`src/hw/rtl/scb_pkg.sv`:
```
// Shared types and constants for the SPI command register bank.
`timescale 1ns / 1ps
`default_nettype none
package scb_pkg;

  localparam int DEPTH   = 64;
  localparam int AW      = $clog2(DEPTH);
  localparam int MAX_RUN = 64;
  localparam int Q_DEPTH = 4;
  localparam int QPW     = $clog2(Q_DEPTH);

  localparam logic [8:0] DEPTH_L   = 9'(DEPTH);
  localparam logic [8:0] MAX_RUN_L = 9'(MAX_RUN);
  localparam logic [QPW:0] Q_DEPTH_L = (QPW + 1)'(Q_DEPTH);

  // input item modes
  localparam logic [1:0] FN_SPI   = 2'd0;
  localparam logic [1:0] FN_LOCAL = 2'd1;
  localparam logic [1:0] FN_CLEAR = 2'd2;

  // SPI opcodes
  localparam logic [7:0] OP_READ  = 8'd0;
  localparam logic [7:0] OP_WRITE = 8'd1;
  localparam logic [7:0] OP_RANGE = 8'd2;

  typedef enum logic [1:0] {
    CMD_WRITE,
    CMD_CLEAR,
    CMD_READ
  } cmd_kind_t;

  typedef struct packed {
    cmd_kind_t   kind;
    logic [7:0]  idx;
    logic [8:0]  stop;
    logic [7:0]  val;
  } cmd_t;

  typedef struct packed {
    logic [7:0] tx;
    logic       last;
  } res_t;

  typedef enum logic {
    BK_IDLE,
    BK_RUN
  } bk_state_t;

endpackage
`default_nettype wire

```
`src/hw/rtl/spi_command_register_bank_top.sv`:
```
// Top level of the SPI command register bank.
//
// Input items enter on push/full; each carries a mode (SPI byte, local
// write or clear), the SPI byte with its frame-start flag, and a local
// index/value pair. Results leave on empty/pop as tx byte plus a last flag.
// An input item is taken every cycle while the 4-entry command queue has
// room; only decoded commands (third frame byte, local write, clear) go
// into that queue. The back end runs one command at a time: a write or a
// clear is done as it is popped; a read run sends one entry per cycle
// while the result queue has room, through a registered store read into
// a 4-entry result queue. When the receiver stops popping, the result
// queue fills, the read run pauses, the command queue fills and full rises;
// nothing is lost. Reset zeroes the store at once (per-entry valid flags)
// and the frame byte count, so the block is ready in the first cycle
// after reset.
`timescale 1ns / 1ps
`default_nettype none
module spi_command_register_bank_top (
  input  wire logic       clk,
  input  wire logic       rst_n,
  input  wire logic       push,
  output logic            full,
  input  wire logic [1:0] in_func,
  input  wire logic [7:0] in_rx_byte,
  input  wire logic       in_frame_start,
  input  wire logic [5:0] in_local_index,
  input  wire logic [7:0] in_local_value,
  output logic            empty,
  input  wire logic       pop,
  output logic [7:0]      out_tx_byte,
  output logic            out_last_byte
);
  import scb_pkg::*;

  cmd_t         f_cmd, q_cmd;
  logic         f_push, q_empty, q_pop;
  logic [QPW:0] oq_level;
  logic         r_push;
  res_t         r_res, o_res;

  scb_front u_front (
    .clk         (clk),
    .rst_n       (rst_n),
    .accept      (push && !full),
    .func        (in_func),
    .rx_byte     (in_rx_byte),
    .frame_start (in_frame_start),
    .local_index (in_local_index),
    .local_value (in_local_value),
    .cmd         (f_cmd),
    .cmd_push    (f_push)
  );

  scb_cmdq u_cmdq (
    .clk   (clk),
    .rst_n (rst_n),
    .push  (f_push),
    .din   (f_cmd),
    .full  (full),
    .pop   (q_pop),
    .dout  (q_cmd),
    .empty (q_empty)
  );

  scb_back u_back (
    .clk       (clk),
    .rst_n     (rst_n),
    .cmd       (q_cmd),
    .cmd_empty (q_empty),
    .cmd_pop   (q_pop),
    .oq_level  (oq_level),
    .res_push  (r_push),
    .res       (r_res)
  );

  scb_outq u_outq (
    .clk   (clk),
    .rst_n (rst_n),
    .push  (r_push),
    .din   (r_res),
    .level (oq_level),
    .pop   (pop),
    .dout  (o_res),
    .empty (empty)
  );

  assign out_tx_byte   = o_res.tx;
  assign out_last_byte = o_res.last;

endmodule
`default_nettype wire

```
`src/hw/rtl/scb_front.sv`:
```
// Front end: SPI frame tracking and command decode.
`timescale 1ns / 1ps
`default_nettype none
module scb_front (
  input  wire logic          clk,
  input  wire logic          rst_n,
  input  wire logic          accept,
  input  wire logic [1:0]    func,
  input  wire logic [7:0]    rx_byte,
  input  wire logic          frame_start,
  input  wire logic [5:0]    local_index,
  input  wire logic [7:0]    local_value,
  output scb_pkg::cmd_t      cmd,
  output logic               cmd_push
);
  import scb_pkg::*;

  logic [1:0] bcnt_r, bcnt_nxt, cnt;
  logic [7:0] opcode_r, opcode_nxt;
  logic [7:0] arg1_r, arg1_nxt;
  logic [8:0] stop_a, lim, stop_b;

  always_comb begin
    stop_a = ({1'b0, rx_byte} > DEPTH_L) ? DEPTH_L : {1'b0, rx_byte};
    lim    = {1'b0, arg1_r} + MAX_RUN_L;
    stop_b = (stop_a > lim) ? lim : stop_a;
  end

  always_comb begin
    cnt        = frame_start ? 2'd0 : bcnt_r;
    bcnt_nxt   = bcnt_r;
    opcode_nxt = opcode_r;
    arg1_nxt   = arg1_r;
    cmd        = '0;
    cmd_push   = 1'b0;
    if (accept) begin
      case (func)
        FN_SPI: begin
          bcnt_nxt = cnt;
          case (cnt)
            2'd0: begin
              opcode_nxt = rx_byte;
              bcnt_nxt   = 2'd1;
            end
            2'd1: begin
              arg1_nxt = rx_byte;
              bcnt_nxt = 2'd2;
            end
            2'd2: begin
              bcnt_nxt = 2'd3;
              cmd.idx  = arg1_r;
              cmd.val  = rx_byte;
              case (opcode_r)
                OP_READ: begin
                  cmd.kind = CMD_READ;
                  cmd.stop = {1'b0, arg1_r} + 9'd1;
                  cmd_push = 1'b1;
                end
                OP_WRITE: begin
                  cmd.kind = CMD_WRITE;
                  cmd_push = 1'b1;
                end
                OP_RANGE: begin
                  cmd.kind = CMD_READ;
                  cmd.stop = stop_b;
                  cmd_push = (stop_b > {1'b0, arg1_r});
                end
                default: cmd_push = 1'b0;
              endcase
            end
            default: bcnt_nxt = 2'd3;  // bytes past the frame are dropped
          endcase
        end
        FN_LOCAL: begin
          cmd.kind = CMD_WRITE;
          cmd.idx  = {2'b00, local_index};
          cmd.val  = local_value;
          cmd_push = 1'b1;
        end
        FN_CLEAR: begin
          cmd.kind = CMD_CLEAR;
          cmd_push = 1'b1;
        end
        default: cmd_push = 1'b0;
      endcase
    end
  end

  always_ff @(posedge clk) begin
    if (!rst_n) begin
      bcnt_r   <= 2'd0;
      opcode_r <= 8'd0;
      arg1_r   <= 8'd0;
    end else begin
      bcnt_r   <= bcnt_nxt;
      opcode_r <= opcode_nxt;
      arg1_r   <= arg1_nxt;
    end
  end

endmodule
`default_nettype wire

```
`src/hw/rtl/scb_cmdq.sv`:
```
// Command queue between front end and back end.
`timescale 1ns / 1ps
`default_nettype none
module scb_cmdq (
  input  wire logic          clk,
  input  wire logic          rst_n,
  input  wire logic          push,
  input  wire scb_pkg::cmd_t din,
  output logic               full,
  input  wire logic          pop,
  output scb_pkg::cmd_t      dout,
  output logic               empty
);
  import scb_pkg::*;

  cmd_t           mem [Q_DEPTH];
  logic [QPW-1:0] wp_r, wp_nxt, rp_r, rp_nxt;
  logic [QPW:0]   lvl_r, lvl_nxt;
  logic           do_push, do_pop;

  assign full    = (lvl_r == Q_DEPTH_L);
  assign empty   = (lvl_r == '0);
  assign dout    = mem[rp_r];
  assign do_push = push && !full;
  assign do_pop  = pop && !empty;

  always_comb begin
    wp_nxt  = do_push ? wp_r + 1'b1 : wp_r;
    rp_nxt  = do_pop ? rp_r + 1'b1 : rp_r;
    lvl_nxt = lvl_r + (QPW + 1)'(do_push) - (QPW + 1)'(do_pop);
  end

  always_ff @(posedge clk) begin
    if (do_push) begin
      mem[wp_r] <= din;
    end
  end

  always_ff @(posedge clk) begin
    if (!rst_n) begin
      wp_r  <= '0;
      rp_r  <= '0;
      lvl_r <= '0;
    end else begin
      wp_r  <= wp_nxt;
      rp_r  <= rp_nxt;
      lvl_r <= lvl_nxt;
    end
  end

endmodule
`default_nettype wire

```
`src/hw/rtl/scb_outq.sv`:
```
// Result queue feeding the output ports.
`timescale 1ns / 1ps
`default_nettype none
module scb_outq (
  input  wire logic                 clk,
  input  wire logic                 rst_n,
  input  wire logic                 push,
  input  wire scb_pkg::res_t        din,
  output logic [scb_pkg::QPW:0]     level,
  input  wire logic                 pop,
  output scb_pkg::res_t             dout,
  output logic                      empty
);
  import scb_pkg::*;

  res_t           mem [Q_DEPTH];
  logic [QPW-1:0] wp_r, wp_nxt, rp_r, rp_nxt;
  logic [QPW:0]   lvl_r, lvl_nxt;
  logic           do_push, do_pop;

  assign level   = lvl_r;
  assign empty   = (lvl_r == '0);
  assign dout    = mem[rp_r];
  assign do_push = push && (lvl_r != Q_DEPTH_L);
  assign do_pop  = pop && !empty;

  always_comb begin
    wp_nxt  = do_push ? wp_r + 1'b1 : wp_r;
    rp_nxt  = do_pop ? rp_r + 1'b1 : rp_r;
    lvl_nxt = lvl_r + (QPW + 1)'(do_push) - (QPW + 1)'(do_pop);
  end

  always_ff @(posedge clk) begin
    if (do_push) begin
      mem[wp_r] <= din;
    end
  end

  always_ff @(posedge clk) begin
    if (!rst_n) begin
      wp_r  <= '0;
      rp_r  <= '0;
      lvl_r <= '0;
    end else begin
      wp_r  <= wp_nxt;
      rp_r  <= rp_nxt;
      lvl_r <= lvl_nxt;
    end
  end

endmodule
`default_nettype wire

```
`src/hw/rtl/scb_back.sv`:
```
// Back end: byte store and commands; reads one entry a cycle unless held.
`timescale 1ns / 1ps
`default_nettype none
module scb_back (
  input  wire logic                 clk,
  input  wire logic                 rst_n,
  input  wire scb_pkg::cmd_t        cmd,
  input  wire logic                 cmd_empty,
  output logic                      cmd_pop,
  input  wire logic [scb_pkg::QPW:0] oq_level,
  output logic                      res_push,
  output scb_pkg::res_t             res
);
  import scb_pkg::*;

  logic [7:0]       store [DEPTH];
  logic [DEPTH-1:0] vld_r;

  bk_state_t  state_r, state_nxt;
  logic [8:0] cur_r, cur_nxt, stop_r, stop_nxt;
  logic       we, clr, rd_en;
  logic       cmd_in_range, cur_in_range, can_issue;
  logic       pend_r, hit_r, last_r;
  logic [7:0] data_r;

  assign cmd_in_range = ({1'b0, cmd.idx} < DEPTH_L);
  assign cur_in_range = (cur_r < DEPTH_L);
  // count the read in flight so the queue never overflows
  assign can_issue    = ((oq_level + (QPW + 1)'(pend_r)) < Q_DEPTH_L);

  always_comb begin
    state_nxt = state_r;
    case (state_r)
      BK_IDLE: begin
        if (!cmd_empty && cmd.kind == CMD_READ) begin
          state_nxt = BK_RUN;
        end
      end
      BK_RUN: begin
        if (can_issue && (cur_r + 9'd1 == stop_r)) begin
          state_nxt = BK_IDLE;
        end
      end
      default: state_nxt = BK_IDLE;
    endcase
  end

  always_comb begin
    cmd_pop  = 1'b0;
    we       = 1'b0;
    clr      = 1'b0;
    rd_en    = 1'b0;
    cur_nxt  = cur_r;
    stop_nxt = stop_r;
    case (state_r)
      BK_IDLE: begin
        if (!cmd_empty) begin
          cmd_pop = 1'b1;
          case (cmd.kind)
            CMD_WRITE: we = cmd_in_range;
            CMD_CLEAR: clr = 1'b1;
            CMD_READ: begin
              cur_nxt  = {1'b0, cmd.idx};
              stop_nxt = cmd.stop;
            end
            default: cmd_pop = 1'b1;
          endcase
        end
      end
      BK_RUN: begin
        if (can_issue) begin
          rd_en   = 1'b1;
          cur_nxt = cur_r + 9'd1;
        end
      end
      default: cmd_pop = 1'b0;
    endcase
  end

  always_ff @(posedge clk) begin
    if (we) begin
      store[cmd.idx[AW-1:0]] <= cmd.val;
    end
    if (rd_en) begin
      data_r <= store[cur_r[AW-1:0]];
    end
  end

  always_ff @(posedge clk) begin
    hit_r  <= cur_in_range && vld_r[cur_r[AW-1:0]];
    last_r <= (cur_r + 9'd1 == stop_r);
    cur_r  <= cur_nxt;
    stop_r <= stop_nxt;
  end

  always_ff @(posedge clk) begin
    if (!rst_n) begin
      state_r <= BK_IDLE;
      vld_r   <= '0;
      pend_r  <= 1'b0;
    end else begin
      state_r <= state_nxt;
      pend_r  <= rd_en;
      if (clr) begin
        vld_r <= '0;
      end else if (we) begin
        vld_r[cmd.idx[AW-1:0]] <= 1'b1;
      end
    end
  end

  assign res_push = pend_r;
  assign res.tx   = hit_r ? data_r : 8'd0;
  assign res.last = last_r;

endmodule
`default_nettype wire
```
`config.mk`:
```
export PLATFORM = sky130hd
export DESIGN_NAME = spi_command_register_bank_top
export DESIGN_NICKNAME = d
export VERILOG_FILES = /design/src/hw/rtl/scb_pkg.sv /design/src/hw/rtl/spi_command_register_bank_top.sv /design/src/hw/rtl/scb_front.sv /design/src/hw/rtl/scb_cmdq.sv /design/src/hw/rtl/scb_outq.sv /design/src/hw/rtl/scb_back.sv
export SDC_FILE = /design/constraint.sdc
export NUM_CORES = 1
export LEC_CHECK = 0
export BUFFER_PORTS_ARGS = -buffer_cell sky130_fd_sc_hd__buf_2
export CAP_MARGIN = 20
export CELL_PAD_IN_SITES_DETAIL_PLACEMENT = 1
export CELL_PAD_IN_SITES_GLOBAL_PLACEMENT = 1
export CORE_MARGIN = 3
export CORE_UTILIZATION = 30
export CTS_BUF_LIST = sky130_fd_sc_hd__clkbuf_8
export CTS_CLUSTER_SIZE = 20
export DETAILED_ROUTE_END_ITERATION = 10
export PLACE_DENSITY = 0.48
export SLEW_MARGIN = 30
export SYNTH_ARGS = -nofsm -noshare
export SYNTH_HDL_FRONTEND = slang
export SYNTH_SLANG_ARGS = --single-unit
```
`constraint.sdc`:
```
create_clock -name clk -period 7.1 [get_ports clk]
set_input_delay 1.42 -clock clk [delete_from_list [all_inputs] [get_ports clk]]
set_output_delay 1.42 -clock clk [all_outputs]
set_load 0.01 [all_outputs]
```
Word level (Yosys, flattened, before mapping)

Memories as Yosys holds them, arrays and structs flattened. A register that Yosys moved wholly into a read port is not among the register bits.
Index checks and enable logic that the tools add are counted.

Register bits after elaboration: 118
Memories kept: 3
Input port bits: 29
Memory bits (writable): 656
Logic and storage cells: 133

Memories:

| memory       | depth | bits a word | read ports | clocked after memory_dff | wr ports | RTL line       | source |
|---|---|---|---|---|---|---|---|
| u_back.store | 64    | 8           | 1          | 1                        | 1        | scb_back.sv:16 | `logic [7:0] store [DEPTH];` |
| u_cmdq.mem   | 4     | 27          | 1          | 1                        | 1        | scb_cmdq.sv:16 | `cmd_t mem [Q_DEPTH];` |
| u_outq.mem   | 4     | 9           | 1          | 1                        | 1        | scb_outq.sv:16 | `res_t mem [Q_DEPTH];` |

$lt $le $gt $ge: 9
Equal/unequal tests: 14
Add/subtract/negate cells: 12
Reductions and logical operators: 27
Bitwise logic cells: 4
Mux-type cells: 48

Operator list:

| cell                  | count |
|---|---|
| $or A64 B64 Y64       | 1 |
| $mux W27              | 2 |
| $mux W9               | 5 |
| $pmux W9 S2           | 2 |
| $pmux W8 S2           | 2 |
| $mux W1               | 22 |
| $mux W8               | 2 |
| $lt A6 B7 Y1 const B  | 2 |
| $mux W2               | 6 |
| $reduce_and A3 Y1     | 4 |
| $add A3 B1 Y3         | 3 |
| $add A8 B1 Y9 const B | 1 |
| $add A8 B7 Y9 const B | 1 |
| $add A9 B1 Y9 const B | 1 |
| $eq A9 B9 Y1          | 1 |
| $gt A9 B8 Y1          | 1 |
| $gt A9 B9 Y1          | 1 |
| $logic_and A1 B1 Y1   | 9 |
| $lt A9 B7 Y1 const B  | 1 |
| $add A2 B1 Y2 const B | 4 |
| $eq A8 B1 Y1 const B  | 1 |
| $eq A8 B2 Y1 const B  | 1 |
| $gt A8 B7 Y1 const B  | 1 |
| $logic_not A8 Y1      | 1 |
| other kinds (20)      | 39 |

Logic depth before layout (Yosys ltp)

Depth in word-level cells: 12
Gate-level depth with buffers: 19

Cells and area by module

A second synthesis with hierarchy kept.

Cells, all modules: 1700
Area, all modules: 31478.9 µm²

Modules (own cells, without submodules):

| module                        | sequential area each (µm²) | times used | cells each | area an instance (µm²) |
|---|---|---|---|---|
| scb_back                      | 17516.8                    | 1          | 1181       | 23423.7 |
| scb_cmdq                      | 3423.3                     | 1          | 192        | 4429.2 |
| scb_front                     | 360.3                      | 1          | 230        | 1824.2 |
| scb_outq                      | 1261.2                     | 1          | 96         | 1788.0 |
| spi_command_register_bank_top | 0.0                        | 1          | 1          | 13.8 |

Worst setup path before layout

OpenSTA, ideal clock, no wires.

Path kind: input to register
Start: input in_rx_byte[7]
End: memory u_cmdq.mem[0][0] in the netlist's numbering (enable)
Stages on the path: 14
Data arrival time: 6676 ps
Slack: -27 ps
Path through: nor2_1 and2_1 ha_1 a211oi_1 o221a_2 a211o_1 clkbuf_1 mux2_2 ha_1 nand4_1 o211a_1 a2111oi_2 a21boi_0 nor3b_1

Word-level cells in the longest chain between the ends: 12

Ends and longest elaborated chain:

| what                            | RTL line                            | source |
|---|---|---|
| start: declaration              | spi_command_register_bank_top.sv:24 | `input wire logic [7:0] in_rx_byte,` |
| $gt A8 B7 Y1                    | scb_front.sv:24                     | `stop_a = ({1'b0, rx_byte} > DEPTH_L) ? DEPTH_L : {1'b0, rx_byte};` |
| $mux W8 *                       | scb_front.sv:24                     |  |
| $gt A9 B9 Y1                    | scb_front.sv:26                     | `stop_b = (stop_a > lim) ? lim : stop_a;` |
| $mux W9 *                       | scb_front.sv:26                     |  |
| $gt A9 B8 Y1 *                  | scb_front.sv:66                     | `cmd_push = (stop_b > {1'b0, arg1_r});` |
| $pmux W1 S2 *                   | scb_front.sv:53                     | `case (opcode_r)` |
| $mux W1 *                       | scb_front.sv:40                     | `case (cnt)` |
| $pmux W1 S2 *                   | scb_front.sv:37                     | `case (func)` |
| $mux W1 *                       | scb_front.sv:36                     | `if (accept) begin` |
| $logic_and A1 B1 Y1 *           | scb_cmdq.sv:24                      | `assign do_push = push && !full;` |
| $mux W1 *                       | scb_cmdq.sv:34                      | `if (do_push) begin` |
| $mux W1 (implied by the code) * | scb_cmdq.sv:35                      | `mem[wp_r] <= din;` |
| end: declaration                | scb_cmdq.sv:16                      |  |

Mark *: on every way between the ends. The rest lies on a longest branch, timed or not.

Worst setup path after layout

Start: input in_rx_byte[7]
End: register u_cmdq.lvl_r[2]

Word-level cells in the longest chain between the ends: 12

Ends and longest elaborated chain:

| what                   | RTL line        | source |
|---|---|---|
| $gt A8 B7 Y1           | scb_front.sv:24 |  |
| $mux W8 *              | scb_front.sv:24 |  |
| $gt A9 B9 Y1           | scb_front.sv:26 |  |
| $mux W9 *              | scb_front.sv:26 |  |
| $gt A9 B8 Y1 *         | scb_front.sv:66 |  |
| $pmux W1 S2 *          | scb_front.sv:53 |  |
| $mux W1 *              | scb_front.sv:40 |  |
| $pmux W1 S2 *          | scb_front.sv:37 |  |
| $mux W1 *              | scb_front.sv:36 |  |
| $logic_and A1 B1 Y1 *  | scb_cmdq.sv:24  |  |
| $add A3 B1 Y3 *        | scb_cmdq.sv:30  | `lvl_nxt = lvl_r + (QPW + 1)'(do_push) - (QPW + 1)'(do_pop);` |
| $sub A3 B1 Y3 *        | scb_cmdq.sv:30  |  |
| end signal: assignment | scb_cmdq.sv:47  | `lvl_r <= lvl_nxt;` |
| end: declaration       | scb_cmdq.sv:18  | `logic [QPW:0] lvl_r, lvl_nxt;` |

Marked as above.
A chain may end at the register's enable or synchronous reset.

==> flow_summary.yaml <==
run_status:
  status: "finished clean"
synth:
  synth_top_family_by_area: "multiplexers"
  synthSimpleGateAreaFrac: 0.0476
  synth-seq-cells: 786
  yosysWarnings: 0
  synth_nets: 1763
  synthMuxAreaShare: 0.139
  synth-edff-count: 682
  yosys.area_share.xor_xnor: 0.00851
  synthCells: 1697
  synth_cell_type_count: 73
  syn_avg_cell_area_um2: 18.5
  synth_area_um2: 31400
  dominantRegCellSynth: "edfxtp_1"
  synth_compound_area_frac: 0.0557
  synth-adder-area-share: 0.0155
  async_flop_share: 0
  seq_area_frac_synth: 0.717
final_layout:
  finalNonFillerCells: 3329
  fin_area_um2: 36300
  areaGrowthSynthToFinish_pct: 15.3
  nNetsFinal: 1894
  final_core_util: 0.349
  layout_common_cells: "682 x edfxtp_1, 175 x mux4_2, 160 x clkbuf_8"
  mostFrequentLayoutCell: "edfxtp_1"
  drive_gt1_frac: 0.261
placed_design:
  portBuffers: 39
  placed_area_um2: 33300
  placed_cells: 3063
  gp_congestion: 0.751
  dp_hpwl_um: 50300
cts:
  clkTransAtPathRegs_ps: 60
  worstSkewPairLatency_ps: 810
  cts.sinks: 786
  cts_resized: 0
  cts_setup_buffers: 0
  root_buffer: "clkbuf_8"
  numCtsBuffers: 143
  cts_hold_buffers: 0
  cts_max_level: 4
  clock_path_buffers: 3
  cts_tree: "yes"
global_routing:
  grt_pass1_wl_um: 121000
  track_usage: 0.153
  grt_max_degree: 119
  overflow: 0
  antenna_found_initial: 1
  grt_pass1_vias: 17800
pwr:
  ir_worst_vdd_mv: 0.246
  pwr-share-clk: 0.324
  power.density_nw_per_um2: 366
  internal-power_mw: 9.06
  p_sw_mw: 4.21
  comb_power_share: 0.246
  power_frac_seq: 0.430
  leakage_nw: 11.9
  p_sw_frac: 0.317
drt:
  drtAntennaViolNets: 0
  viasPerCell: 4.88
  vias: 16200
  wl_um: 82200
  firstDrtPassIters: 5
  drtIter0Drc: 1083
  wl_per_cell_um: 24.7
  drc_errors: 0
timing:
  worst_hold_slack_ps: 460
  worst_pin_slew_ps: 1060
  final_max_slew_viol_count: 0
  rsz0062_at_grt: "false"
  fmax_ghz: 0.176
  slew_headroom: 0.293
  min_period_ps: 5690
  skew_ps: 45.7
  hold_violations: 0
  setup_viol: 0
  finalCritPeriodShare: 0.802
floorplanning:
  core_um2: 104000
  start_util: 0.303
  dieArea_um2: 109000
  die_h_um: 330
  dieWidth_um: 330
  rows: 118
  io-pin-count: 40
worst_setup_path:
  slowest_delay_ps: 690
  cp_cell_sequence: "buf_2 > nor2_1 > and2_1 > ha_1 > a211oi_1 > o221a_2 > a211o_1 > mux2_2 > ha_1 > nand4_1 > o21ai_0 > a2111oi_2 > a21boi_0 > nor2_1 > ha_1 > fa_1 > xnor2_1 > xnor2_1 > and2_1"
  cp_max_fo: 9
  cp.required_ps: 7770
  cp.arrival_ps: 6360
  path_class: "in -> reg"
  end_kind: "register"
  start_kind: "input port"
  crit_path_top_delay_cell: "a21boi_0"
  crit_path_frequent_cell: "ha_1"
hold_path:
  min_path_type: "reg -> reg"
run:
  maxCapViolations: 0
==> cells by family (layout without fill, tap and decap cells) <==
group	count (synthesis)	in the layout
flops	786	786
simple gates	278	278
compound gates	232	232
mux	216	216
buf+inv	117	368
fa+ha+maj	38	38
xor+xnor	29	29
other cells	1	2
==> cells in the mapped netlist (3+ instances only) <==
cell	count	area, um2
and2_1	34	213
ha_1	35	438
a211oi_1	4	30.0
nand4_1	7	43.8
mux4_2	175	3940
dfxtp_1	104	2080
o21ba_2	3	30.0
a22o_1	22	193
edfxtp_1	682	20500
and3_1	12	75.1
o211a_1	5	50.1
o211ai_1	3	22.5
clkbuf_1	52	195
a221oi_1	8	70.1
mux2_2	8	90.1
nand3_2	4	40.0
a31oi_1	5	31.3
buf_2	12	60.1
xor2_1	7	61.3
a22oi_1	45	338
buf_6	3	33.8
o221ai_1	4	35.0
a21o_1	4	30.0
nor2b_1	26	163
mux2i_1	33	330
nand2b_1	5	31.3
buf_1	5	18.8
o22ai_1	5	31.3
a21oi_1	18	90.1
nor3_1	12	60.1
inv_1	34	128
nor3b_1	5	37.5
nand2_1	44	165
buf_4	11	82.6
nor2_1	90	338
or3_1	4	25.0
xnor2_1	21	184
nand3_1	15	75.1
o21ai_0	16	80.1
a221o_1	3	30.0
nand3b_2	4	45.0
o21a_1	66	495
==> final cells by class <==
| cell class | instances | area [um2] |
|---|---|---|
| antenna | 1 | 2.50 |
| timing repair buffer | 69 | 445 |
| multi-input combinational | 794 | 8510 |
| clock inverter | 105 | 697 |
| clock buffer | 160 | 2200 |
| fill | 10400 | 67500 |
| sequential | 786 | 22600 |
| inverter | 34 | 128 |
| tap | 1380 | 1730 |
==> sequential cells by signal (all words and copies together), names as in the netlist, 9 cells and up, named ones only <==
register       count
u_cmdq.mem       108
u_back.vld_r      64
u_back.store     512
u_back.cur_r       9
u_outq.mem        36
u_back.stop_r      9
==> stage by stage <==
step	total power [mW]	setup TNS (ps)	setup WS [ps]
6_report	13.3	0	1410
5_1_grt	13.9	0	972
4_1_cts	13.5	0	1390
3_5_place_dp	9.16	0	498
3_3_place_gp	9.08	0	654
2_1_floorplan	7.82	-2880	-26.7
==> worst max-delay path, delay by kind of cell <==
family | cells | cell delay [ps]
AO/OA/AOI/OAI | 6 | 1860
AND/OR/NAND/NOR | 5 | 1070
multiplexers | 1 | 410
XOR/XNOR | 2 | 260
adder cells (fa/ha/maj) | 4 | 1210
buffers and inverters | 1 | 130
==> layer usage <==
layer  GRT usage  vias up  wire, um
met3      0.0328      153      3530
met1       0.200     8586     36200
li1            -     7149         -
met5           0        -         0
met4      0.0596        0      2510
met2       0.248      359     40000
==> power groups by stage <==
stage	combinational (mW)	clock [mW]	sequential (mW)
2_1_floorplan	2.08	0	5.75
3_3_place_gp	3.28	0	5.80
3_5_place_dp	3.35	0	5.81
4_1_cts	3.36	4.46	5.71
5_1_grt	3.53	4.67	5.73
6_report	3.26	4.30	5.71
==> path summary, 6_finish.rpt <==
| check | startpoint | end | slack (ps) | cells past startpoint |
|---|---|---|---|---|
| hold reg to reg | u_back.vld_r[50]$_SDFFE_PP0P_ | u_back.vld_r[50]$_SDFFE_PP0P_ | 460 | 1 |
| hold / removal | u_back.vld_r[50]$_SDFFE_PP0P_ | u_back.vld_r[50]$_SDFFE_PP0P_ | 460 | 1 |
| setup / recovery | in_rx_byte[7] | u_cmdq.lvl_r[2]$_SDFF_PN0_ | 1410 | 19 |
| setup reg to reg | u_front.arg1_r[6]$_SDFFE_PN0P_ | u_cmdq.lvl_r[2]$_SDFF_PN0_ | 2200 | 18 |
Note: power is estimated with default switching activity, not from simulation.
